**src/mssr_pkg.sv**
```systemverilog
// Package for the magnetometer set/reset sequencer.
// Holds the phase and control code types, the readout beat layout and fixed constants.
// No dependencies.
`default_nettype none

package mssr_pkg;

    localparam int FIELD_BITS    = 18;
    localparam int TEMP_BITS     = 12;
    localparam int FIELD_LIMIT   = 128000;
    localparam int TEMP_OFFSET   = 750;
    localparam int SCALE_MUL     = 125;
    localparam int SCALE_SHIFT   = 8;
    localparam int IN_DATA_BITS  = 64;
    localparam int IN_USER_BITS  = 1;
    localparam int OUT_DATA_BITS = 72;
    localparam int OUT_USER_BITS = 4;
    localparam int OUT_PAD_BITS  = OUT_DATA_BITS - 3 * FIELD_BITS - TEMP_BITS;

    typedef enum logic [2:0] {
        PH_SET_PULSE     = 3'd0,
        PH_SET_MEAS      = 3'd1,
        PH_SET_CAPTURE   = 3'd2,
        PH_RESET_PULSE   = 3'd3,
        PH_RESET_MEAS    = 3'd4,
        PH_RESET_CAPTURE = 3'd5
    } t_phase;

    typedef enum logic [1:0] {
        CTRL_SET     = 2'd0,
        CTRL_MEASURE = 2'd1,
        CTRL_RESET   = 2'd2
    } t_ctrl_code;

    // Control group of one result beat, in the bit order of the output tuser.
    typedef struct packed {
        logic       fresh;
        t_ctrl_code ctrl_code;
        logic       issue_write;
    } t_ctrl;

    // Readout bytes in the bit order of the input tdata, byte 0 lowest.
    typedef struct packed {
        logic [7:0] temp_raw;
        logic [7:0] low_bits;
        logic [7:0] z_mid;
        logic [7:0] z_high;
        logic [7:0] y_mid;
        logic [7:0] y_high;
        logic [7:0] x_mid;
        logic [7:0] x_high;
    } t_readout;

endpackage

`default_nettype wire

```
**src/mssr_field.sv**
```systemverilog
// One axis of offset cancellation: set minus reset, scaled by 125/256 and saturated.
// Depends on mssr_pkg.
`default_nettype none

module mssr_field
    import mssr_pkg::*;
#(
    parameter int AXIS_BITS = 18
) (
    input  logic [AXIS_BITS-1:0]         i_set_raw,
    input  logic [AXIS_BITS-1:0]         i_reset_raw,
    output logic signed [FIELD_BITS-1:0] o_field
);

    localparam int DIFF_BITS = AXIS_BITS + 1;
    localparam int PROD_BITS = DIFF_BITS + 7;
    localparam logic signed [PROD_BITS-1:0] LIMIT_HI = PROD_BITS'(FIELD_LIMIT);
    localparam logic signed [PROD_BITS-1:0] LIMIT_LO = -LIMIT_HI;

    logic signed [DIFF_BITS-1:0] diff;
    logic signed [PROD_BITS-1:0] prod;
    logic signed [PROD_BITS-1:0] scaled;
    logic signed [PROD_BITS-1:0] clipped;

    always_comb begin
        diff   = signed'({1'b0, i_set_raw}) - signed'({1'b0, i_reset_raw});
        prod   = PROD_BITS'(diff) * PROD_BITS'(SCALE_MUL);
        scaled = prod >>> SCALE_SHIFT;
        if (scaled > LIMIT_HI) begin
            clipped = LIMIT_HI;
        end else if (scaled < LIMIT_LO) begin
            clipped = LIMIT_LO;
        end else begin
            clipped = scaled;
        end
        o_field = FIELD_BITS'(clipped);
    end

endmodule

`default_nettype wire

```
**src/mssr_core.sv**
```systemverilog
// Phase sequencer and measurement state of the set/reset sequencer.
// Depends on mssr_pkg and mssr_field; advances one tick whenever i_step is high.
`default_nettype none

module mssr_core
    import mssr_pkg::*;
#(
    parameter int AXIS_BITS = 18
) (
    input  logic                         i_clk,
    input  logic                         i_rst_n,
    input  logic                         i_step,
    input  t_readout                     i_readout,
    input  logic                         i_read_ok,
    output t_ctrl                        o_ctrl,
    output logic signed [FIELD_BITS-1:0] o_field_x,
    output logic signed [FIELD_BITS-1:0] o_field_y,
    output logic signed [FIELD_BITS-1:0] o_field_z,
    output logic signed [TEMP_BITS-1:0]  o_temperature
);

    t_phase r_phase, n_phase;
    logic   capture;
    logic   load_set;
    logic   finish;

    logic [AXIS_BITS-1:0] r_latest_x, r_latest_y, r_latest_z;
    logic [AXIS_BITS-1:0] n_latest_x, n_latest_y, n_latest_z;
    logic [AXIS_BITS-1:0] r_set_x, r_set_y, r_set_z;
    logic [AXIS_BITS-1:0] n_set_x, n_set_y, n_set_z;
    logic signed [FIELD_BITS-1:0] r_field_x, r_field_y, r_field_z;
    logic signed [FIELD_BITS-1:0] n_field_x, n_field_y, n_field_z;
    logic signed [FIELD_BITS-1:0] calc_x, calc_y, calc_z;
    logic signed [TEMP_BITS-1:0]  r_temp, n_temp;

    always_ff @(posedge i_clk) begin
        if (!i_rst_n) begin
            r_phase <= PH_SET_PULSE;
        end else if (i_step) begin
            r_phase <= n_phase;
        end
    end

    always_comb begin
        n_phase  = PH_SET_PULSE;
        o_ctrl   = '0;
        capture  = 1'b0;
        load_set = 1'b0;
        finish   = 1'b0;
        unique case (r_phase)
            PH_SET_PULSE: begin
                o_ctrl.issue_write = 1'b1;
                o_ctrl.ctrl_code   = CTRL_SET;
                n_phase            = PH_SET_MEAS;
            end
            PH_SET_MEAS: begin
                o_ctrl.issue_write = 1'b1;
                o_ctrl.ctrl_code   = CTRL_MEASURE;
                n_phase            = PH_SET_CAPTURE;
            end
            PH_SET_CAPTURE: begin
                capture  = 1'b1;
                load_set = 1'b1;
                n_phase  = PH_RESET_PULSE;
            end
            PH_RESET_PULSE: begin
                o_ctrl.issue_write = 1'b1;
                o_ctrl.ctrl_code   = CTRL_RESET;
                n_phase            = PH_RESET_MEAS;
            end
            PH_RESET_MEAS: begin
                o_ctrl.issue_write = 1'b1;
                o_ctrl.ctrl_code   = CTRL_MEASURE;
                n_phase            = PH_RESET_CAPTURE;
            end
            PH_RESET_CAPTURE: begin
                capture      = 1'b1;
                finish       = 1'b1;
                o_ctrl.fresh = 1'b1;
                n_phase      = PH_SET_PULSE;
            end
            default: begin
                n_phase = PH_SET_PULSE;
            end
        endcase
    end

    always_comb begin
        n_latest_x = r_latest_x;
        n_latest_y = r_latest_y;
        n_latest_z = r_latest_z;
        n_temp     = r_temp;
        if (capture && i_read_ok) begin
            n_latest_x = AXIS_BITS'({i_readout.x_high, i_readout.x_mid,
                                     i_readout.low_bits[7:6]});
            n_latest_y = AXIS_BITS'({i_readout.y_high, i_readout.y_mid,
                                     i_readout.low_bits[5:4]});
            n_latest_z = AXIS_BITS'({i_readout.z_high, i_readout.z_mid,
                                     i_readout.low_bits[3:2]});
            n_temp     = signed'({1'b0, i_readout.temp_raw, 3'b000})
                         - TEMP_BITS'(TEMP_OFFSET);
        end
        n_set_x = load_set ? n_latest_x : r_set_x;
        n_set_y = load_set ? n_latest_y : r_set_y;
        n_set_z = load_set ? n_latest_z : r_set_z;
        n_field_x = finish ? calc_x : r_field_x;
        n_field_y = finish ? calc_y : r_field_y;
        n_field_z = finish ? calc_z : r_field_z;
    end

    mssr_field #(.AXIS_BITS(AXIS_BITS)) u_field_x (
        .i_set_raw   (r_set_x),
        .i_reset_raw (n_latest_x),
        .o_field     (calc_x)
    );

    mssr_field #(.AXIS_BITS(AXIS_BITS)) u_field_y (
        .i_set_raw   (r_set_y),
        .i_reset_raw (n_latest_y),
        .o_field     (calc_y)
    );

    mssr_field #(.AXIS_BITS(AXIS_BITS)) u_field_z (
        .i_set_raw   (r_set_z),
        .i_reset_raw (n_latest_z),
        .o_field     (calc_z)
    );

    always_ff @(posedge i_clk) begin
        if (!i_rst_n) begin
            r_latest_x <= '0;
            r_latest_y <= '0;
            r_latest_z <= '0;
            r_set_x    <= '0;
            r_set_y    <= '0;
            r_set_z    <= '0;
            r_field_x  <= '0;
            r_field_y  <= '0;
            r_field_z  <= '0;
            r_temp     <= -TEMP_BITS'(TEMP_OFFSET);
        end else if (i_step) begin
            r_latest_x <= n_latest_x;
            r_latest_y <= n_latest_y;
            r_latest_z <= n_latest_z;
            r_set_x    <= n_set_x;
            r_set_y    <= n_set_y;
            r_set_z    <= n_set_z;
            r_field_x  <= n_field_x;
            r_field_y  <= n_field_y;
            r_field_z  <= n_field_z;
            r_temp     <= n_temp;
        end
    end

    assign o_field_x     = n_field_x;
    assign o_field_y     = n_field_y;
    assign o_field_z     = n_field_z;
    assign o_temperature = n_temp;

endmodule

`default_nettype wire

```
**src/magnetometer_set_reset_sequencer.sv**
```systemverilog
// Top level of the magnetometer set/reset sequencer: input register, core, result register.
// Depends on mssr_pkg and mssr_core.
//
// Each input beat is one timer tick and gives exactly one output beat. The block takes
// a beat in every cycle unless the result side stalls; a beat passes through the input
// register and the result register, and the phase sequencer with the three scaling
// lanes stands between them. The cycle of six ticks requests a set pulse, a measurement,
// captures the set readings, requests a reset pulse, a measurement, then captures the
// reset readings and shows set minus reset per axis in 1/16 mG with the fresh flag.
`default_nettype none

module magnetometer_set_reset_sequencer
    import mssr_pkg::*;
#(
    parameter int AXIS_BITS = 18
) (
    input  logic                     i_clk,
    input  logic                     i_rst_n,
    input  logic                     i_s_axis_tvalid,
    output logic                     o_s_axis_tready,
    // x_high, x_mid, y_high, y_mid, z_high, z_mid, low_bits, temp_raw
    input  logic [IN_DATA_BITS-1:0]  i_s_axis_tdata,
    // read_ok
    input  logic [IN_USER_BITS-1:0]  i_s_axis_tuser,
    output logic                     o_m_axis_tvalid,
    input  logic                     i_m_axis_tready,
    // field_x, field_y, field_z, temperature, zero padding
    output logic [OUT_DATA_BITS-1:0] o_m_axis_tdata,
    // issue_write, ctrl_code (2 bits), fresh
    output logic [OUT_USER_BITS-1:0] o_m_axis_tuser
);

    logic     r_in_valid;
    t_readout r_in_data;
    logic     r_in_read_ok;
    logic     advance;

    logic                     r_out_valid;
    logic [OUT_DATA_BITS-1:0] r_out_tdata;
    t_ctrl                    r_out_ctrl;

    t_ctrl                        core_ctrl;
    logic signed [FIELD_BITS-1:0] core_field_x, core_field_y, core_field_z;
    logic signed [TEMP_BITS-1:0]  core_temp;

    assign advance         = r_in_valid && (!r_out_valid || i_m_axis_tready);
    assign o_s_axis_tready = !r_in_valid || advance;

    always_ff @(posedge i_clk) begin
        if (!i_rst_n) begin
            r_in_valid <= 1'b0;
        end else if (o_s_axis_tready) begin
            r_in_valid <= i_s_axis_tvalid;
        end
    end

    always_ff @(posedge i_clk) begin
        if (o_s_axis_tready && i_s_axis_tvalid) begin
            r_in_data    <= t_readout'(i_s_axis_tdata);
            r_in_read_ok <= i_s_axis_tuser[0];
        end
    end

    mssr_core #(.AXIS_BITS(AXIS_BITS)) u_core (
        .i_clk         (i_clk),
        .i_rst_n       (i_rst_n),
        .i_step        (advance),
        .i_readout     (r_in_data),
        .i_read_ok     (r_in_read_ok),
        .o_ctrl        (core_ctrl),
        .o_field_x     (core_field_x),
        .o_field_y     (core_field_y),
        .o_field_z     (core_field_z),
        .o_temperature (core_temp)
    );

    always_ff @(posedge i_clk) begin
        if (!i_rst_n) begin
            r_out_valid <= 1'b0;
        end else if (advance) begin
            r_out_valid <= 1'b1;
        end else if (i_m_axis_tready) begin
            r_out_valid <= 1'b0;
        end
    end

    always_ff @(posedge i_clk) begin
        if (advance) begin
            r_out_tdata <= {{OUT_PAD_BITS{1'b0}}, core_temp, core_field_z,
                            core_field_y, core_field_x};
            r_out_ctrl  <= core_ctrl;
        end
    end

    assign o_m_axis_tvalid = r_out_valid;
    assign o_m_axis_tdata  = r_out_tdata;
    assign o_m_axis_tuser  = r_out_ctrl;

    // A held input beat is neither dropped nor altered while the result side stalls.
    a_in_hold : assert property (@(posedge i_clk) disable iff (!i_rst_n)
        (r_in_valid && !advance) |=> (r_in_valid && $stable(r_in_data)
                                       && $stable(r_in_read_ok)))
        else $error("input beat lost while stalled");

    // The finishing tick never requests a control write and carries the set code.
    a_fresh_no_write : assert property (@(posedge i_clk) disable iff (!i_rst_n)
        (r_out_valid && r_out_ctrl.fresh) |-> (!r_out_ctrl.issue_write
                                               && r_out_ctrl.ctrl_code == CTRL_SET))
        else $error("fresh result carries a control write");

    // Field results only change on a beat that carries the fresh flag; the check watches field_x.
    a_fields_on_fresh : assert property (@(posedge i_clk) disable iff (!i_rst_n)
        (advance && !core_ctrl.fresh && $past(advance) && $past(i_rst_n))
        |-> (core_field_x == r_out_tdata[FIELD_BITS-1:0]))
        else $error("field changed without fresh");

endmodule

`default_nettype wire

```
**config.mk**
```make
export PLATFORM = sky130hd
export DESIGN_NAME = magnetometer_set_reset_sequencer
export DESIGN_NICKNAME = d
export VERILOG_FILES = /design/src/mssr_pkg.sv /design/src/mssr_field.sv /design/src/mssr_core.sv /design/src/magnetometer_set_reset_sequencer.sv
export SDC_FILE = /design/constraint.sdc
export NUM_CORES = 1
export LEC_CHECK = 0
export BUFFER_PORTS_ARGS = -buffer_cell sky130_fd_sc_hd__clkbuf_2
export CAP_MARGIN = 5
export CORE_ASPECT_RATIO = 0.8
export CORE_MARGIN = 2
export CORE_UTILIZATION = 58
export CTS_BUF_LIST = sky130_fd_sc_hd__clkbuf_8
export CTS_CLUSTER_DIAMETER = 40
export DETAILED_ROUTE_END_ITERATION = 8
export GPL_TIMING_DRIVEN = 0
export PLACE_DENSITY = 0.81
export SYNTH_ARGS = -nofsm -noshare
export SYNTH_HDL_FRONTEND = slang
export SYNTH_SLANG_ARGS = --single-unit
```
**constraint.sdc**
```tcl
create_clock -name i_clk -period 10.7 [get_ports i_clk]
set_input_delay 2.675 -clock i_clk [delete_from_list [all_inputs] [get_ports i_clk]]
set_output_delay 2.675 -clock i_clk [all_outputs]
set_load 0.05 [all_outputs]
```
==> summary.md, run 1 <==
| Metric | Value |
|---|---|
| Hold bufs inserted after CTS | `0` |
| Setup violations, final | `0` |
| Cell Area, Synth | `25100 µm²` |
| Largest net degree at the start of global routing | `51` |
| TritonCTS Buffers | `57` |
| CP max-delay cell | `fa_1` |
| PortBufs | `138` |
| Most used routing layer | `met2` |
| Detailed-route via count | `20748` |
| Final HPWL DP | `49.5 mm` |
| Htree depth | `2` |
| Per-cell routed wire length | `17.8 µm` |
| First-pass GRT wire length | `102 mm` |
| Flop and latch count out of synthesis | `312` |
| Total GRT Usage | `28.0%` |
| GRT met3 Usage | `4.95%` |
| Num rows | `68` |
| DR iter-0 viols | `1839` |
| Kind of critical path | `reg2reg` |
| Seq/Total Area, Yosys | `30.2%` |
| Startpoint Class | `flop` |
| Clock Sink Count | `312` |
| CTS tree | `built` |
| Vias in the first global route | `20209` |
| Slew HR | `25.7%` |
| ANT nets after route | `0` |
| Max Cap Viol | `0` |
| Most common cell in the netlist | `inv_1` |
| Synth top cells by count | `inv_1, nand2_1, ha_1, nor2_1, dfxtp_1` |
| Worst-Skew Late Latency | `0.69 ns` |
| Grt met1 use | `38.9%` |
| Final global-route overflow total | `0` |
| Met2 usage in global routing | `44.1%` |
| Crit-path max FO | `10` |
| P&R area growth vs syn | `12.9%` |
| Top cell type's share of synthesized area | `15.9%` |
| N_diodes | `0` |
| Ratio of cells with drive above 1 in the final layout | `12.1%` |
| Die ar. | `44900 µm²` |
| Yosys cell types | `89` |
| Initial antenna violation count | `0` |
| Drt total wl | `63.6 mm` |
| Cell taking the most area after synthesis | `edfxtp_1` |
| Post-DR vias/cell | `5.79` |
| Root buffer cell | `clkbuf_8` |
| # DRC | `0` |
| CP required | `11.10 ns` |
| Synth Instances | `2753` |
| HP Class | `reg2reg` |
| Worst slew pin tran | `1.11 ns` |
| Post-route clock period utilization | `96.4%` |
| Clock-pin slew on the worst setup and hold paths | `0.07 ns` |
| Largest stage delay, worst path | `0.54 ns` |
| Area contributors post-synth | `edfxtp_1, dfxtp_1, fa_1, ha_1, inv_1` |
| Main flop type after synthesis | `dfxtp_1` |
| Minimum clock period | `10.32 ns` |
| Status | `complete, no violations` |
| Layout Nets | `3397` |
| Die Span Y | `190 µm` |
| Clock Skews | `0.0436 ns` |
| Final instance area | `28300 µm²` |
| Placed inst area | `26600 µm²` |
| EDFF count, synth | `133` |
| Asr flop ratio synth | `0%` |
| Die W | `236 µm` |
| Critical Path End Type | `flop` |
| Initial Util | `58.5%` |
| Placer Congestion | `0.924` |
| Filler instances | `3344` |
| Clock Tree Buf Depth | `3` |
| Avg Cell Area, Syn | `9.11 µm²` |
| Non-Filler Instances | `3582` |
| Number of cells after detailed placement | `3461` |
| Core Footprint | `42900 µm²` |
| Final Max Tran Viols | `0` |
| Num ports | `147` |
| Syn. warnings | `0` |
| Drt first pass iters | `6` |
| Peak Freq | `96.9 MHz` |
| Final Hold Fails | `0` |
| Setup total negative slack | `0 ns` |
| CP arrival | `10.72 ns` |
cell type report:
cell class              count  area, µm²  area share, %
multi-input cells        1891      15700           55.5
clock inverters            46        385           1.36
repair buffers            157        878           3.10
flip-flops and latches    312       7580           26.8
inverters                 457       1720           6.07
plain buffers              97        485           1.71
well taps                 560        701           2.47
clock buffers              62        853           3.01
path summary, 6_finish.rpt:
kind                            cells past startpoint             startpoint  slack, ns               endpoint
worst max register to register                     40      u_core.r_phase[1]       0.38     o_m_axis_tdata[47]
worst min-delay path                                2  u_core.r_latest_x[13]       0.46  u_core.r_latest_x[13]
worst max-delay path                               40      u_core.r_phase[1]       0.38     o_m_axis_tdata[47]
worst min register to register                      2  u_core.r_latest_x[13]       0.46  u_core.r_latest_x[13]
cell usage in the layout, fill, tap and decap left out, types with 65 or more instances in the layout:
master,synthesis,final
inv_1,455,469
ha_1,187,184
fa_1,168,168
dfxtp_1,179,178
clkbuf_8,0,65
clkbuf_1,78,65
o21ai_0,86,84
xnor2_1,113,103
a21oi_1,145,139
nor2_1,182,178
nand2_1,282,282
edfxtp_1,133,133
clkbuf_2,0,141
sequential cells by signal, indices dropped and copies added, names as in the netlist, 3 cells and up:
register,flops
r_in_data,62
u_core.r_set_y,18
u_core.r_temp,12
u_core.r_phase,3
u_core.r_latest_y,18
u_core.r_field_z,18
u_core.r_latest_z,18
u_core.r_field_y,18
u_core.r_set_z,18
o_m_axis_tdata,66
u_core.r_set_x,18
u_core.r_latest_x,18
o_m_axis_tuser,4
u_core.r_field_x,18
worst max-delay path, delay by kind of cell (launching register included):
family,cells,cell delay [ns]
mux,1,0.27
fa+ha+maj,9,3.61
xor+xnor,3,0.56
buf+inv,8,1.18
simple gates,6,1.65
flops,1,0.40
compound gates,13,2.37
per-stage QoR:
step	hold slack (ns)	utilization (%)	setup slack (ns)
final	0.459	66.0	0.381
after global routing	0.480	66.0	-0.0251
after CTS	0.457	65.3	0.0166
after detailed placement	0.448	61.9	-2.49
after global placement	0.438	61.8	-2.22
after floorplan	0.406	-	0.131
what timing repair did:
| item | in CTS | in global routing |
|---|---|---|
| endpoints found under the setup margin | 108 | 107 |
| gates resized for setup | 40 | 52 |
| setup buffers | 5 | 11 |
| pin swaps | 5 | 7 |
metal layers:
metal	up-vias	part of all wire, %
met5	-	0
li1	9794	-
met1	9935	44
met3	128	8.5
met2	891	44
met4	0	3.3
cell families (layout without fill, tap and decap cells):
logic type	Yosys count	in the layout	synth area share, %
AND/OR/NAND/NOR	686	686	12.5
AO/OA/AOI/OAI	580	580	16.0
buffers and inverters	558	819	8.54
adder cells (fa/ha/maj)	380	380	23.7
flip-flops	312	312	30.2
XOR/XNOR	189	189	7.02
multiplexers	47	47	1.91
other	1	9	0.0150
Power of run 1 is left out: the tool's default activity adds up to more than one toggle a clock period on the data nets, which glitch-free logic cannot reach.
==> run 2: changes to the inputs <==
--- a/config.mk
+++ b/config.mk
@@ -14,7 +14,9 @@
 export CTS_CLUSTER_DIAMETER = 40
 export DETAILED_ROUTE_END_ITERATION = 8
 export GPL_TIMING_DRIVEN = 0
+export HOLD_SLACK_MARGIN = 0.08
 export PLACE_DENSITY = 0.81
+export RECOVER_POWER = 50
 export SYNTH_ARGS = -nofsm -noshare
 export SYNTH_HDL_FRONTEND = slang
 export SYNTH_SLANG_ARGS = --single-unit
==> summary.md, run 2 (synthesized netlist as in run 1, its figures left out) <==
| Metric | Value |
|---|---|
| Status | `complete, no violations` |
| TritonCTS Buffers | `57` |
| CTS tree | `built` |
| Finished Core Util | `66.0%` |
| Hold slack | `0.459 ns` |
| Worst-Skew Late Latency | `0.69 ns` |
| ANT nets after route | `0` |
| Num rows | `68` |
| PortBufs | `138` |
| Initial Util | `58.5%` |
| Largest stage delay, worst path | `0.54 ns` |
| # DRC | `0` |
| Final HPWL DP | `49.5 mm` |
| Startpoint Class | `flop` |
| Clock Tree Buf Depth | `3` |
| Placer Congestion | `0.924` |
| CP required | `11.10 ns` |
| Clock Skews | `0.0440 ns` |
| Hold bufs inserted after CTS | `0` |
| Setup total negative slack | `0 ns` |
| N_diodes | `0` |
| Final global-route overflow total | `0` |
| Commonest cells after routing, fill and taps aside | `inv_1, nand2_1, ha_1` |
| Post-DR vias/cell | `5.78` |
| Minimum clock period | `10.32 ns` |
| Detailed-route via count | `20708` |
| Total GRT Usage | `28.0%` |
| Drt first pass iters | `6` |
| Die Span Y | `190 µm` |
| Largest register FFs | `66` |
| First-pass GRT wire length | `102 mm` |
| Slew HR | `19.4%` |
| CP arrival | `10.73 ns` |
| Ratio of cells with drive above 1 in the final layout | `11.9%` |
| Initial antenna violation count | `0` |
| Crit-path max FO | `10` |
| HP Class | `reg2reg` |
| Clock-pin slew on the worst setup and hold paths | `0.07 ns` |
| Die W | `236 µm` |
| Max Cap Viol | `0` |
| Clock Sink Count | `312` |
| Final Hold Fails | `0` |
| Worst slew pin tran | `1.21 ns` |
| Drt total wl | `63.6 mm` |
| Post-route clock period utilization | `96.5%` |
| P&R area growth vs syn | `12.9%` |
| Core Footprint | `42900 µm²` |
| Peak Freq | `96.9 MHz` |
| Num ports | `147` |
| Die ar. | `44900 µm²` |
| DR iter-0 viols | `1851` |
| Commonest non-fill, non-tap cell in the layout | `inv_1` |
| Setup violations, final | `0` |
| CP max-delay cell | `fa_1` |
| Per-cell routed wire length | `17.8 µm` |
| Vias in the first global route | `20209` |
| Layout Nets | `3397` |
| Final Max Tran Viols | `0` |
| Root buffer cell | `clkbuf_8` |
| Kind of critical path | `reg2reg` |
| Critical Path End Type | `flop` |
| Htree depth | `2` |
| Largest net degree at the start of global routing | `51` |
## run 2: cell counts in the layout (fill, tap and decap cells not counted)
No cell type changed its count.
## run 2: cell type report
type | instances | area, µm²
multi-input cells | 1891 | 15700
fillers | 3345 | 14600
flip-flops and latches | 312 | 7580
inverters | 457 | 1720
repair buffers | 157 | 872
clock buffers | 62 | 853
well taps | 560 | 701
plain buffers | 97 | 485
clock inverters | 46 | 385
## run 2: what timing repair did
action | CTS | global route
gates resized for setup | 40 | 52
endpoints found under the setup margin | 108 | 107
setup buffers | 5 | 11
pin swaps | 5 | 7
hold endpoints to repair | 0 | 0
## run 2: final timing paths
check        slack, ns            startpoint                   end  cells after the start
min reg2reg       0.46  u_core.r_latest_z[1]  u_core.r_latest_z[1]                      2
min               0.46  u_core.r_latest_z[1]  u_core.r_latest_z[1]                      2
max               0.38     u_core.r_phase[1]    o_m_axis_tdata[47]                     40
max reg2reg       0.38     u_core.r_phase[1]    o_m_axis_tdata[47]                     40
## run 2: routing by layer
metal | part of all wire [%] | track usage [%]
met1 | 45 | 38.9
met2 | 44 | 44.1
met3 | 8.2 | 4.95
met4 | 3.3 | 10.1
met5 | 0 | 0
## run 2: critical path: cells and delay by family, from the launching register on
| family | cells | cell delay [ns] |
|---|---|---|
| fa+ha+maj | 9 | 3.62 |
| compound gates | 13 | 2.37 |
| simple gates | 6 | 1.65 |
| buf+inv | 8 | 1.18 |
| xor+xnor | 3 | 0.56 |
| flops | 1 | 0.39 |
| mux | 1 | 0.28 |
## run 2: per-stage QoR
step / std cells / cell area, µm² / setup WS, ns
5_1_grt: 3582 / 28300 / -0.0251
6_report: 3582 / 28300 / 0.377
4_1_cts: 3571 / 28000 / 0.0166
3_5_place_dp: 3461 / 26600 / -2.49
3_3_place_gp: 3459 / 26500 / -2.22
2_1_floorplan: 2761 / 25100 / 0.131
Power of run 2 is left out for the same reason.
